`config.mk`:
```
export PLATFORM = sky130hd
export DESIGN_NAME = cigar_pos_resolve_filter
export DESIGN_NICKNAME = d
export VERILOG_FILES = /design/src/sv/cprf_pkg.sv /design/src/sv/cigar_pos_resolve_filter.sv
export SDC_FILE = /design/constraint.sdc
export NUM_CORES = 1
export LEC_CHECK = 0
export BUFFER_PORTS_ARGS = -buffer_cell sky130_fd_sc_hd__buf_2
export CAP_MARGIN = 20
export CORE_MARGIN = 3
export CORE_UTILIZATION = 60
export DETAILED_ROUTE_END_ITERATION = 16
export GPL_TIMING_DRIVEN = 0
export PLACE_DENSITY = 0.91
export SYNTH_ARGS = -nofsm -noshare
export SYNTH_HDL_FRONTEND = slang
export SYNTH_SLANG_ARGS = --single-unit
export TNS_END_PERCENT = 100
```
`constraint.sdc`:
```
create_clock -name i_clk -period 10.64 [get_ports i_clk]
set_clock_uncertainty 0.2 [all_clocks]
set_input_delay 3.192 -clock i_clk [delete_from_list [all_inputs] [get_ports i_clk]]
set_output_delay 3.192 -clock i_clk [all_outputs]
set_load 0.02 [all_outputs]
```
`src/sv/cprf_pkg.sv`:
```
package cprf_pkg;

    localparam int POS_WIDTH = 32;
    localparam int COORD_W   = 31;
    localparam int REF_W     = 33;
    localparam int LEN_W     = 32;
    localparam int CIG_W     = 28;
    localparam int FLAG_W    = 16;
    localparam int MAPQ_W    = 8;
    localparam int QW        = (POS_WIDTH > COORD_W) ? POS_WIDTH : COORD_W;
    localparam int SW        = QW + 1;
    localparam int CFG_IDX_W = 3;
    localparam int CFG_DAT_W = 32;

    localparam logic [FLAG_W-1:0] FLAG_PAIRED   = 16'h0001;
    localparam logic [FLAG_W-1:0] FLAG_PROPER   = 16'h0002;
    localparam logic [FLAG_W-1:0] FLAG_UNMAPPED = 16'h0004;

    typedef enum logic [3:0] {
        OP_M  = 4'd0,
        OP_I  = 4'd1,
        OP_D  = 4'd2,
        OP_N  = 4'd3,
        OP_S  = 4'd4,
        OP_H  = 4'd5,
        OP_P  = 4'd6,
        OP_EQ = 4'd7,
        OP_X  = 4'd8
    } t_cigar_op;

    typedef enum logic [2:0] {
        V_PASS    = 3'd0,
        V_TAG     = 3'd1,
        V_HEADER  = 3'd2,
        V_DEL     = 3'd3,
        V_SKIP    = 3'd4,
        V_SHORT   = 3'd5,
        V_UNCOVER = 3'd6
    } t_verdict;

    typedef enum logic [1:0] {
        HIT_MATCH = 2'd0,
        HIT_DEL   = 2'd1,
        HIT_SKIP  = 2'd2
    } t_hit_kind;

    typedef enum logic [CFG_IDX_W-1:0] {
        CFG_NEED_UMI     = 3'd0,
        CFG_NEED_CELL    = 3'd1,
        CFG_MAPQ_FLOOR   = 3'd2,
        CFG_REJECT_MASK  = 3'd3,
        CFG_REQUIRE_MASK = 3'd4,
        CFG_DROP_ORPHANS = 3'd5,
        CFG_MIN_ALEN     = 3'd6
    } t_cfg_idx;

    typedef struct packed {
        logic                first_op;
        logic                last_op;
        logic [COORD_W-1:0]  target_pos;
        logic [COORD_W-1:0]  read_start;
        logic                ref_id_valid;
        logic [FLAG_W-1:0]   read_flag;
        logic [MAPQ_W-1:0]   map_quality;
        logic                umi_present;
        logic                cell_tag_present;
        logic [3:0]          cigar_op;
        logic [CIG_W-1:0]    cigar_len;
    } t_item;

endpackage

```
`src/sv/cigar_pos_resolve_filter.sv`:
```
// CIGAR position resolver and read filter. One CIGAR operation of an aligned read is taken
// per transaction, one transaction per clock when neither side stalls. Each operation goes
// into an input register and, when the output is not stalled, updates the running reference
// and query coordinates and the aligned base count; that accumulator update
// is the loop that sets the rate of one operation per clock. The operation marked last_op
// yields one result in the result register, which is loaded from the input register and
// holds the verdict, the query offset of the target base and the saturating aligned
// length. Operations without last_op give no result. The configuration port is always
// ready and should only be written while no read is in flight.
module cigar_pos_resolve_filter (
    input  logic                               i_clk,
    input  logic                               i_rst_n,
    input  logic                               i_in_valid,
    output logic                               o_in_stall,
    input  logic                               i_first_op,
    input  logic                               i_last_op,
    input  logic [cprf_pkg::COORD_W-1:0]       i_target_pos,
    input  logic [cprf_pkg::COORD_W-1:0]       i_read_start,
    input  logic                               i_ref_id_valid,
    input  logic [cprf_pkg::FLAG_W-1:0]        i_read_flag,
    input  logic [cprf_pkg::MAPQ_W-1:0]        i_map_quality,
    input  logic                               i_umi_present,
    input  logic                               i_cell_tag_present,
    input  logic [3:0]                         i_cigar_op,
    input  logic [cprf_pkg::CIG_W-1:0]         i_cigar_len,
    output logic                               o_out_valid,
    input  logic                               i_out_stall,
    output logic [2:0]                         o_verdict,
    output logic [cprf_pkg::COORD_W-1:0]       o_query_offset,
    output logic [cprf_pkg::LEN_W-1:0]         o_aligned_length,
    input  logic                               i_cfg_valid,
    output logic                               o_cfg_ready,
    input  logic [cprf_pkg::CFG_IDX_W-1:0]     i_cfg_index,
    input  logic [cprf_pkg::CFG_DAT_W-1:0]     i_cfg_data
);

    // configuration
    logic                            r_need_umi;
    logic                            r_need_cell;
    logic [cprf_pkg::MAPQ_W-1:0]     r_mapq_floor;
    logic [cprf_pkg::FLAG_W-1:0]     r_reject_mask;
    logic [cprf_pkg::FLAG_W-1:0]     r_require_mask;
    logic                            r_drop_orphans;
    logic [cprf_pkg::LEN_W-1:0]      r_min_alen;

    // input stage
    logic                            r_in_valid;
    cprf_pkg::t_item                 r_in;

    // accumulators
    logic [cprf_pkg::REF_W-1:0]      r_ref, n_ref;
    logic [cprf_pkg::POS_WIDTH-1:0]  r_q, n_q;
    logic [cprf_pkg::LEN_W-1:0]      r_m, n_m;
    logic                            r_found, n_found;
    cprf_pkg::t_hit_kind             r_kind, n_kind;
    logic [cprf_pkg::POS_WIDTH-1:0]  r_hoff, n_hoff;

    // result register
    logic                            r_out_valid;
    cprf_pkg::t_verdict              r_verdict, n_verdict;
    logic [cprf_pkg::COORD_W-1:0]    r_qoff, n_qoff;
    logic [cprf_pkg::LEN_W-1:0]      r_alen, n_alen;

    logic                            adv;
    logic                            exec;

    logic                            aligned, refonly, qonly;
    logic [cprf_pkg::REF_W-1:0]      base_ref;
    logic [cprf_pkg::POS_WIDTH-1:0]  base_q;
    logic [cprf_pkg::LEN_W-1:0]      base_m;
    logic                            base_found;
    cprf_pkg::t_hit_kind             base_kind;
    logic [cprf_pkg::POS_WIDTH-1:0]  base_hoff;
    logic [cprf_pkg::REF_W:0]        ref_sum;
    logic [cprf_pkg::REF_W-1:0]      ref_adv;
    logic [cprf_pkg::SW-1:0]         q_sum;
    logic [cprf_pkg::POS_WIDTH-1:0]  q_adv;
    logic [cprf_pkg::LEN_W:0]        m_sum;
    logic [cprf_pkg::COORD_W-1:0]    diff;
    logic [cprf_pkg::SW-1:0]         h_sum;
    logic [cprf_pkg::POS_WIDTH-1:0]  h_sat;
    logic [cprf_pkg::REF_W-1:0]      tgt_ext;
    logic [cprf_pkg::QW-1:0]         hoff_ext;
    logic                            tag_miss;
    logic                            hdr_bad;

    assign adv         = !r_out_valid || !i_out_stall;
    assign exec        = r_in_valid && adv;
    assign o_in_stall  = r_in_valid && !adv;
    assign o_cfg_ready = 1'b1;

    assign o_out_valid      = r_out_valid;
    assign o_verdict        = r_verdict;
    assign o_query_offset   = r_qoff;
    assign o_aligned_length = r_alen;

    always_comb begin
        aligned = 1'b0;
        refonly = 1'b0;
        qonly   = 1'b0;
        unique case (cprf_pkg::t_cigar_op'(r_in.cigar_op)) inside
            cprf_pkg::OP_M, cprf_pkg::OP_EQ, cprf_pkg::OP_X: aligned = 1'b1;
            cprf_pkg::OP_D, cprf_pkg::OP_N:                  refonly = 1'b1;
            cprf_pkg::OP_I, cprf_pkg::OP_S:                  qonly   = 1'b1;
            default: ;
        endcase
    end

    always_comb begin
        base_ref   = r_in.first_op ? cprf_pkg::REF_W'(r_in.read_start) : r_ref;
        base_q     = r_in.first_op ? '0 : r_q;
        base_m     = r_in.first_op ? '0 : r_m;
        base_found = r_in.first_op ? 1'b0 : r_found;
        base_kind  = r_in.first_op ? cprf_pkg::HIT_MATCH : r_kind;
        base_hoff  = r_in.first_op ? '0 : r_hoff;

        ref_sum = {1'b0, base_ref} + (cprf_pkg::REF_W + 1)'(r_in.cigar_len);
        ref_adv = ref_sum[cprf_pkg::REF_W] ? '1 : ref_sum[cprf_pkg::REF_W-1:0];

        q_sum = cprf_pkg::SW'(base_q) + cprf_pkg::SW'(r_in.cigar_len);
        q_adv = (|q_sum[cprf_pkg::SW-1:cprf_pkg::POS_WIDTH]) ? '1
                : q_sum[cprf_pkg::POS_WIDTH-1:0];

        m_sum = {1'b0, base_m} + (cprf_pkg::LEN_W + 1)'(r_in.cigar_len);

        tgt_ext = cprf_pkg::REF_W'(r_in.target_pos);
        diff    = r_in.target_pos - base_ref[cprf_pkg::COORD_W-1:0];
        h_sum   = cprf_pkg::SW'(base_q) + cprf_pkg::SW'(diff);
        h_sat   = (|h_sum[cprf_pkg::SW-1:cprf_pkg::POS_WIDTH]) ? '1
                  : h_sum[cprf_pkg::POS_WIDTH-1:0];

        n_m = base_m;
        if (aligned) begin
            n_m = m_sum[cprf_pkg::LEN_W] ? '1 : m_sum[cprf_pkg::LEN_W-1:0];
        end

        n_ref   = base_ref;
        n_q     = base_q;
        n_found = base_found;
        n_kind  = base_kind;
        n_hoff  = base_hoff;
        if (!base_found) begin
            if (aligned || refonly) begin
                n_ref = ref_adv;
            end
            if (aligned || qonly) begin
                n_q = q_adv;
            end
            if ((aligned || refonly) && base_ref <= tgt_ext && ref_adv > tgt_ext) begin
                n_found = 1'b1;
                if (aligned) begin
                    n_kind = cprf_pkg::HIT_MATCH;
                    n_hoff = h_sat;
                end else begin
                    n_kind = (cprf_pkg::t_cigar_op'(r_in.cigar_op) == cprf_pkg::OP_D)
                             ? cprf_pkg::HIT_DEL : cprf_pkg::HIT_SKIP;
                    n_hoff = base_q;
                end
            end
        end
    end

    always_comb begin
        tag_miss = (r_need_umi && !r_in.umi_present)
                || (r_need_cell && !r_in.cell_tag_present);
        hdr_bad  = !r_in.ref_id_valid
                || (|(r_in.read_flag & cprf_pkg::FLAG_UNMAPPED))
                || (r_in.map_quality < r_mapq_floor)
                || (|(r_reject_mask & r_in.read_flag))
                || ((|r_require_mask) && !(|(r_require_mask & r_in.read_flag)))
                || (r_drop_orphans && (|(r_in.read_flag & cprf_pkg::FLAG_PAIRED))
                    && !(|(r_in.read_flag & cprf_pkg::FLAG_PROPER)));
        hoff_ext = cprf_pkg::QW'(n_hoff);

        n_qoff = '0;
        n_alen = '0;
        if (tag_miss) begin
            n_verdict = cprf_pkg::V_TAG;
        end else if (hdr_bad) begin
            n_verdict = cprf_pkg::V_HEADER;
        end else if (!n_found) begin
            n_verdict = cprf_pkg::V_UNCOVER;
        end else begin
            n_qoff = (hoff_ext > cprf_pkg::QW'({cprf_pkg::COORD_W{1'b1}})) ? '1
                     : hoff_ext[cprf_pkg::COORD_W-1:0];
            if (n_kind == cprf_pkg::HIT_DEL) begin
                n_verdict = cprf_pkg::V_DEL;
            end else if (n_kind == cprf_pkg::HIT_SKIP) begin
                n_verdict = cprf_pkg::V_SKIP;
            end else begin
                n_verdict = (n_m < r_min_alen) ? cprf_pkg::V_SHORT : cprf_pkg::V_PASS;
                n_alen    = n_m;
            end
        end
    end

    always_ff @(posedge i_clk) begin
        if (!i_rst_n) begin
            r_need_umi     <= 1'b0;
            r_need_cell    <= 1'b0;
            r_mapq_floor   <= '0;
            r_reject_mask  <= '0;
            r_require_mask <= '0;
            r_drop_orphans <= 1'b0;
            r_min_alen     <= '0;
        end else if (i_cfg_valid && o_cfg_ready) begin
            unique case (cprf_pkg::t_cfg_idx'(i_cfg_index))
                cprf_pkg::CFG_NEED_UMI:     r_need_umi     <= i_cfg_data[0];
                cprf_pkg::CFG_NEED_CELL:    r_need_cell    <= i_cfg_data[0];
                cprf_pkg::CFG_MAPQ_FLOOR:   r_mapq_floor   <= i_cfg_data[cprf_pkg::MAPQ_W-1:0];
                cprf_pkg::CFG_REJECT_MASK:  r_reject_mask  <= i_cfg_data[cprf_pkg::FLAG_W-1:0];
                cprf_pkg::CFG_REQUIRE_MASK: r_require_mask <= i_cfg_data[cprf_pkg::FLAG_W-1:0];
                cprf_pkg::CFG_DROP_ORPHANS: r_drop_orphans <= i_cfg_data[0];
                cprf_pkg::CFG_MIN_ALEN:     r_min_alen     <= i_cfg_data[cprf_pkg::LEN_W-1:0];
                default: ;
            endcase
        end
    end

    always_ff @(posedge i_clk) begin
        if (!i_rst_n) begin
            r_in_valid <= 1'b0;
        end else if (!o_in_stall) begin
            r_in_valid <= i_in_valid;
        end
    end

    always_ff @(posedge i_clk) begin
        if (i_in_valid && !o_in_stall) begin
            r_in.first_op         <= i_first_op;
            r_in.last_op          <= i_last_op;
            r_in.target_pos       <= i_target_pos;
            r_in.read_start       <= i_read_start;
            r_in.ref_id_valid     <= i_ref_id_valid;
            r_in.read_flag        <= i_read_flag;
            r_in.map_quality      <= i_map_quality;
            r_in.umi_present      <= i_umi_present;
            r_in.cell_tag_present <= i_cell_tag_present;
            r_in.cigar_op         <= i_cigar_op;
            r_in.cigar_len        <= i_cigar_len;
        end
    end

    always_ff @(posedge i_clk) begin
        if (!i_rst_n) begin
            r_ref   <= '0;
            r_q     <= '0;
            r_m     <= '0;
            r_found <= 1'b0;
            r_kind  <= cprf_pkg::HIT_MATCH;
            r_hoff  <= '0;
        end else if (exec) begin
            r_ref   <= n_ref;
            r_q     <= n_q;
            r_m     <= n_m;
            r_found <= n_found;
            r_kind  <= n_kind;
            r_hoff  <= n_hoff;
        end
    end

    always_ff @(posedge i_clk) begin
        if (!i_rst_n) begin
            r_out_valid <= 1'b0;
        end else if (adv) begin
            r_out_valid <= r_in_valid && r_in.last_op;
        end
    end

    always_ff @(posedge i_clk) begin
        if (exec && r_in.last_op) begin
            r_verdict <= n_verdict;
            r_qoff    <= n_qoff;
            r_alen    <= n_alen;
        end
    end

`ifndef SYNTHESIS
    a_out_from_last: assert property (@(posedge i_clk) disable iff (!i_rst_n)
        $rose(r_out_valid) |-> $past(exec && r_in.last_op))
        else $error("result appeared without a last operation");

    a_found_clear: assert property (@(posedge i_clk) disable iff (!i_rst_n)
        $fell(r_found) |-> ($past(exec && r_in.first_op) || !$past(i_rst_n)))
        else $error("target hit dropped outside a first operation");

    a_qoff_unused: assert property (@(posedge i_clk) disable iff (!i_rst_n)
        (r_out_valid && (r_verdict == cprf_pkg::V_TAG || r_verdict == cprf_pkg::V_HEADER
                         || r_verdict == cprf_pkg::V_UNCOVER)) |-> (r_qoff == '0))
        else $error("query offset set on a rejected read");

    a_alen_unused: assert property (@(posedge i_clk) disable iff (!i_rst_n)
        (r_out_valid && r_verdict != cprf_pkg::V_PASS && r_verdict != cprf_pkg::V_SHORT)
        |-> (r_alen == '0))
        else $error("aligned length set for a non-match verdict");
`endif

endmodule
```
==> results of run 1 <==
## layer usage
metal	GRT usage	vias to the layer above
li1	-	11400
met1	0.502	11500
met2	0.561	1708
met3	0.101	369
met4	0.207	8
met5	0	-
## power groups by stage
stage               logic (mW)  clock network, mW  registers [mW]
floorplan                0.724                  0            1.73
global placement          1.02                  0            1.75
detailed placement        1.04                  0            1.75
CTS                       1.05               1.59            1.72
global route              1.17               1.65            1.72
finish                    1.09               1.58            1.72
## cell type report
cell class | count | share of cell area
tap | 577 | 0.0244
inverter | 191 | 0.0242
sequential | 397 | 0.332
buffer | 140 | 0.0207
clock buffer | 59 | 0.0393
antenna | 3 | 0.000253
multi-input combinational | 2290 | 0.507
clock inverter | 19 | 0.0102
timing repair buffer | 234 | 0.0416
## cells by family (layout without fill, tap and decap cells)
logic type      after synthesis  after routing  synth area share
buf+inv                     331            643            0.0506
other cells                   1              4          0.000143
mux                          44             44            0.0182
compound gates              941            941             0.230
fa+ha+maj                   252            252             0.122
xor+xnor                    122            122            0.0408
flops                       397            397             0.376
simple gates                930            930             0.162
## state kept, by name, indices dropped and copies added, names as in the netlist, 2 cells and up
signal	flops
o_aligned_length	32
o_query_offset	31
o_verdict	3
r_hoff	32
r_in	123
r_kind	2
r_m	32
r_mapq_floor	8
r_min_alen	32
r_q	32
r_ref	33
r_reject_mask	15
r_require_mask	16
## cells in the final DEF, fill, tap and decap left out, types with 28 or more instances in the layout
| master | count |
|---|---|
| o21a_1 | 36 |
| nand2b_1 | 32 |
| nand2_1 | 376 |
| xnor2_1 | 81 |
| a211oi_1 | 33 |
| o211ai_1 | 31 |
| nor2b_1 | 84 |
| a21o_1 | 71 |
| a31oi_1 | 45 |
| a21oi_1 | 357 |
| edfxtp_1 | 189 |
| dfxtp_1 | 208 |
| clkbuf_1 | 119 |
| nand3_1 | 59 |
| nor2_1 | 217 |
| inv_1 | 188 |
| clkbuf_16 | 42 |
| ha_1 | 245 |
| xor2_1 | 41 |
| nor3_1 | 43 |
| nand4_1 | 29 |
| buf_2 | 237 |
| a22oi_1 | 28 |
| o21ai_0 | 136 |
## critical path: cells and delay by family, from the launching register on
kind	cells	cell delay, ns
muxes	1	0.40
adders and majority gates	2	0.62
buffers and inverters	9	4.21
DFF	1	0.52
and+or+nand+nor	10	2.08
AOI/OAI and AO/OA	7	1.82
## through the flow
stage | power, mW | setup WS [ns]
after floorplan | 2.46 | 0.947
after global placement | 2.78 | -1.33
after detailed placement | 2.79 | -0.185
after CTS | 4.36 | 0.176
after global routing | 4.54 | 0.161
final | 4.40 | 0.433
## final timing paths
| check | startpoint | end | slack (ns) |
|---|---|---|---|
| setup / recovery | r_in[122]$_DFFE_PP_ | o_query_offset[13]$_SDFFCE_PP0P_ | 0.43 |
| hold / removal | r_q[5]$_SDFFE_PN0P_ | r_q[5]$_SDFFE_PN0P_ | 0.25 |
| setup reg to reg | r_in[122]$_DFFE_PP_ | o_query_offset[13]$_SDFFCE_PP0P_ | 0.43 |
| hold reg to reg | r_q[5]$_SDFFE_PN0P_ | r_q[5]$_SDFFE_PN0P_ | 0.25 |
## what timing repair did
item	in CTS	in global routing
setup buffers	0	0
setup endpoints to repair	60	63
gates resized for setup	2	6
==> results.tsv, run 1 <==
metric	value	unit
fin_area	0.0296	mm^2
dieWidth	215	um
cts_htree_levels	2	
drc_errors	0	
cts.sinks	397	
tns	0	ns
die_area	0.0462	mm^2
layout.nets	3709	
path_class	register to register	
met3WireLength	12700	um
power_frac_comb	0.249	
outcome	finished clean	
synth_cells	3018	
syn_area	0.0262	mm^2
crit_slowest_cell	clkbuf_1	
synthTopCellsByCount	376 x nand2_1, 357 x a21oi_1, 245 x ha_1	
synth_top_area_cell	edfxtp_1	
hold_class	register to register	
initial_core_util	0.616	
seqPwrFrac	0.391	
sw_frac_of_total	0.319	
die_y	215	um
netSwitchingPower	1.40	mW
critPathRequiredTime	10.74	ns
syn_to_final_growth	13.2	%
drtAntennaViolNets	0	
end_kind	register	
netlist_top_cells_area	edfxtp_1 22%, dfxtp_1 16%, ha_1 12%, a21oi_1 6.8%, nand2_1 5.4%	
post-route-min-period	10.21	ns
fin_crit_sh	0.959	
met1_length	34400	um
cp.arrival	10.30	ns
dr_wl_met2	38000	um
clockPowerShare	0.360	
drive_above_1_share	0.118	
yosysTopAreaCellShare	0.217	
ys_seq_area_frac	0.376	
register_area	0.00984	mm^2
cpPeakStageDelay	0.62	ns
track_usage	0.378	
synth_edf_count	189	
place_congestion	1.02	
placedCellCount	3828	
root_buffer	clkbuf_16	
wl_per_cell	23.2	um
syn_avg_cell_area	8.67	um^2
dp_hpwl	68900	um
postSynth.asyncResetShare	0	
worstMarginPinSlew	1.21	ns
rows	75	
leakage	12.3	nW
numCtsBuffers	42	
worstHoldPathCells	2	
syn-num-nets	3431	
cap_violations	0	
port_buffers	229	
grt_pass1_wl	135000	um
synth-main-ff-cell	dfxtp_1	
final_util	0.697	
final_cell_count_no_fill	3910	
p_int	3.00	mW
antenna_found_initial	6	
grt_pass1_vias	23300	
grt_max_degree	50	
fmax	98.0	MHz
hold_buffers	0	
cts.clk_slew.worst_paths	0.07	ns
synth-seq-cells	397	
finalHoldViolCount	0	
insertion_delay	0.59	ns
peakVddDrop	0.000157	V
synth_warnings	0	
cts_buffer_depth	3	
slew_headroom	0.195	
viasPerCell	6.41	
grt_remaining_overflow	0	
top_layer	met5	
reg2reg_depth	29	
crit_path_max_fanout	10	
drt_iter0_drc	2974	
cts_tree	built	
pwr_density_cell	149	mW/mm^2
dr.pass1.iters	6	
fillerInstances	3347	
pin_count	232	
cp-start-kind	register	
slew_viol_final	0	
postPlaceCellArea	0.0281	mm^2
yosysMostFrequentCell	nand2_1	
crit_top_cell	clkbuf_1	
rsz0062_at_grt	no	
vias	25100	
setup_viol_count_final	0	
routed_wl	90900	um
multi_input_area	0.0150	mm^2
synth_cell_type_count	90	
core_area	0.0425	mm^2
hold_ws	0.250	ns
Power figures use the tool's default switching activity.
==> inputs of run 2 (changes only) <==
--- a/config.mk
+++ b/config.mk
@@ -11,7 +11,7 @@
 export CORE_UTILIZATION = 60
 export DETAILED_ROUTE_END_ITERATION = 16
 export GPL_TIMING_DRIVEN = 0
-export PLACE_DENSITY = 0.91
+export PLACE_DENSITY = 0.8
 export SYNTH_ARGS = -nofsm -noshare
 export SYNTH_HDL_FRONTEND = slang
 export SYNTH_SLANG_ARGS = --single-unit
==> results.tsv, run 2 (synthesized netlist as in run 1, its figures left out) <==
metric	value	unit
grt_pass1_vias	24700	
die_area	0.0462	mm^2
cts_htree_levels	2	
critPathRequiredTime	10.75	ns
cts.sinks	397	
dieWidth	215	um
final_cell_count_no_fill	3914	
wl_per_cell	25.0	um
sw_frac_of_total	0.328	
min_from	r_q[12]$_SDFFE_PN0P_	
hold_class	register to register	
drtAntennaViolNets	0	
vias	25700	
reg2reg_depth	30	
drt_iter0_drc	3453	
port_buffers	229	
layout_common_cells	376 x nand2_1, 357 x a21oi_1, 245 x ha_1, 237 x buf_2, 217 x nor2_1	
slew_viol_final	0	
outcome	finished clean	
fmax	96.3	MHz
core_area	0.0425	mm^2
seqPwrFrac	0.385	
leakage	12.3	nW
power_frac_comb	0.249	
rsz0062_at_grt	no	
p_int	3.01	mW
die_y	215	um
drive_above_1_share	0.120	
initial_core_util	0.616	
fin_crit_sh	0.976	
whs_endpoint	r_q[12]$_SDFFE_PN0P_	
fin_area	0.0297	mm^2
largest_reg_flops	123	
postPlaceCellArea	0.0281	mm^2
clockPowerShare	0.366	
rr_startpoint	r_in[122]$_DFFE_PP_	
rrSetupSlack	0.26	ns
post-route-min-period	10.38	ns
root_buffer	clkbuf_16	
hold_buffers	0	
hold_ws	0.247	ns
top_regs	r_in x123, r_ref x33	
cp-start-kind	register	
pwr_density_cell	151	mW/mm^2
layout.nets	3712	
netSwitchingPower	1.47	mW
pin_count	232	
grt_max_degree	48	
syn_to_final_growth	13.5	%
crit_slowest_cell	clkbuf_1	
rows	75	
routed_wl	98000	um
antenna_found_initial	2	
insertion_delay	0.60	ns
setup_viol_count_final	0	
path_class	register to register	
dr.pass1.iters	8	
crit_path_max_fanout	10	
end_kind	register	
final_util	0.699	
peakVddDrop	0.000161	V
cap_violations	0	
cts_buffer_depth	3	
cts_tree	built	
cpPeakStageDelay	0.60	ns
final_common_cell	nand2_1	
cp.arrival	10.49	ns
drc_errors	0	
worstHoldPathCells	2	
grt_remaining_overflow	0	
viasPerCell	6.57	
numCtsBuffers	44	
finalHoldViolCount	0	
worstMarginPinSlew	1.24	ns
place_congestion	0.985	
slew_headroom	0.173	
placedCellCount	3829	
fillerInstances	3315	
largest-register	r_in	
grt_pass1_wl	144000	um
cts.clk_slew.worst_paths	0.07	ns
track_usage	0.408	
r2r_end	o_query_offset[30]$_SDFFCE_PP0P_	
dp_hpwl	74500	um
## run 2: cell count changes in the layout (fill, tap and decap cells not counted)
cell	change
clkinv_1	+3
clkinv_2	-1
buf_1	+1
clkbuf_16	+2
clkinv_8	+2
clkbuf_2	+1
clkinvlp_4	+4
clkbuf_1	-8
dlymetal6s2s_1	+1
clkinv_4	+3
clkbuf_8	-3
inv_6	-1
## run 2: timing repair
item | 4_1_cts | 5_1_grt
buffers inserted | 0 | 0
resized for setup | 3 | 6
setup endpoints to repair | 98 | 79
gates cloned | 0 | 0
## run 2: through the flow
step           worst slack (ns)  TNS (ns)  total power, mW
4_1_cts                0.000859         0             4.43
2_1_floorplan             0.947         0             2.46
3_5_place_dp             -0.564    -31.41             2.81
5_1_grt                  0.0170         0             4.63
3_3_place_gp             -0.691   -113.14             2.79
6_report                  0.257         0             4.48
## run 2: how the worst max path moves through the flow
| stage | from | slack (ns) | depth (start not counted) | to |
|---|---|---|---|---|
| 2_1_floorplan | i_out_stall | 0.95 | 2 | r_in[0]$_DFFE_PP_ |
| 3_3_place_gp | i_out_stall | -0.69 | 3 | r_in[24]$_DFFE_PP_ |
| 3_5_place_dp | r_in[122]$_DFFE_PP_ | -0.56 | 30 | o_query_offset[15]$_SDFFCE_PP0P_ |
| 4_1_cts | r_in[122]$_DFFE_PP_ | 0.0009 | 30 | o_query_offset[15]$_SDFFCE_PP0P_ |
| 5_1_grt | r_in[122]$_DFFE_PP_ | 0.02 | 32 | o_aligned_length[31]$_SDFFCE_PP0P_ |
| 6_report | r_in[122]$_DFFE_PP_ | 0.26 | 30 | o_query_offset[30]$_SDFFCE_PP0P_ |
## run 2: final cells by class
type                    instances  area [um^2]  share of cell area
repair buffers                235         1250              0.0419
well taps                     577          722              0.0243
diodes                          3         7.51            0.000253
flip-flops and latches        397         9840               0.331
plain buffers                 140          614              0.0207
inverters                     191          717              0.0241
clock inverters                29          389              0.0131
multi-input cells            2290        15000               0.506
clock buffers                  52         1150              0.0387
## run 2: power by group through the flow
stage | clock network [mW] | logic [mW] | registers [mW]
floorplan | 0 | 0.724 | 1.73
global placement | 0 | 1.03 | 1.76
detailed placement | 0 | 1.06 | 1.75
CTS | 1.64 | 1.07 | 1.72
global route | 1.70 | 1.19 | 1.73
finish | 1.64 | 1.12 | 1.73
## run 2: per-layer routing
layer  share of wire  vias to the layer above  track usage
met5        0.000092                        -            0
met4           0.073                        2        0.260
met3            0.12                      457       0.0864
met2            0.42                     1823        0.605
met1            0.39                    12000        0.544
li1                -                    11500            -
## run 2: critical path: cells and delay by family, from the launching register on
family / cells / cell delay, ns
and+or+nand+nor: 9 / 1.88
AOI/OAI and AO/OA: 9 / 2.32
muxes: 1 / 0.45
DFF: 1 / 0.50
buffers and inverters: 9 / 4.09
adders and majority gates: 2 / 0.62
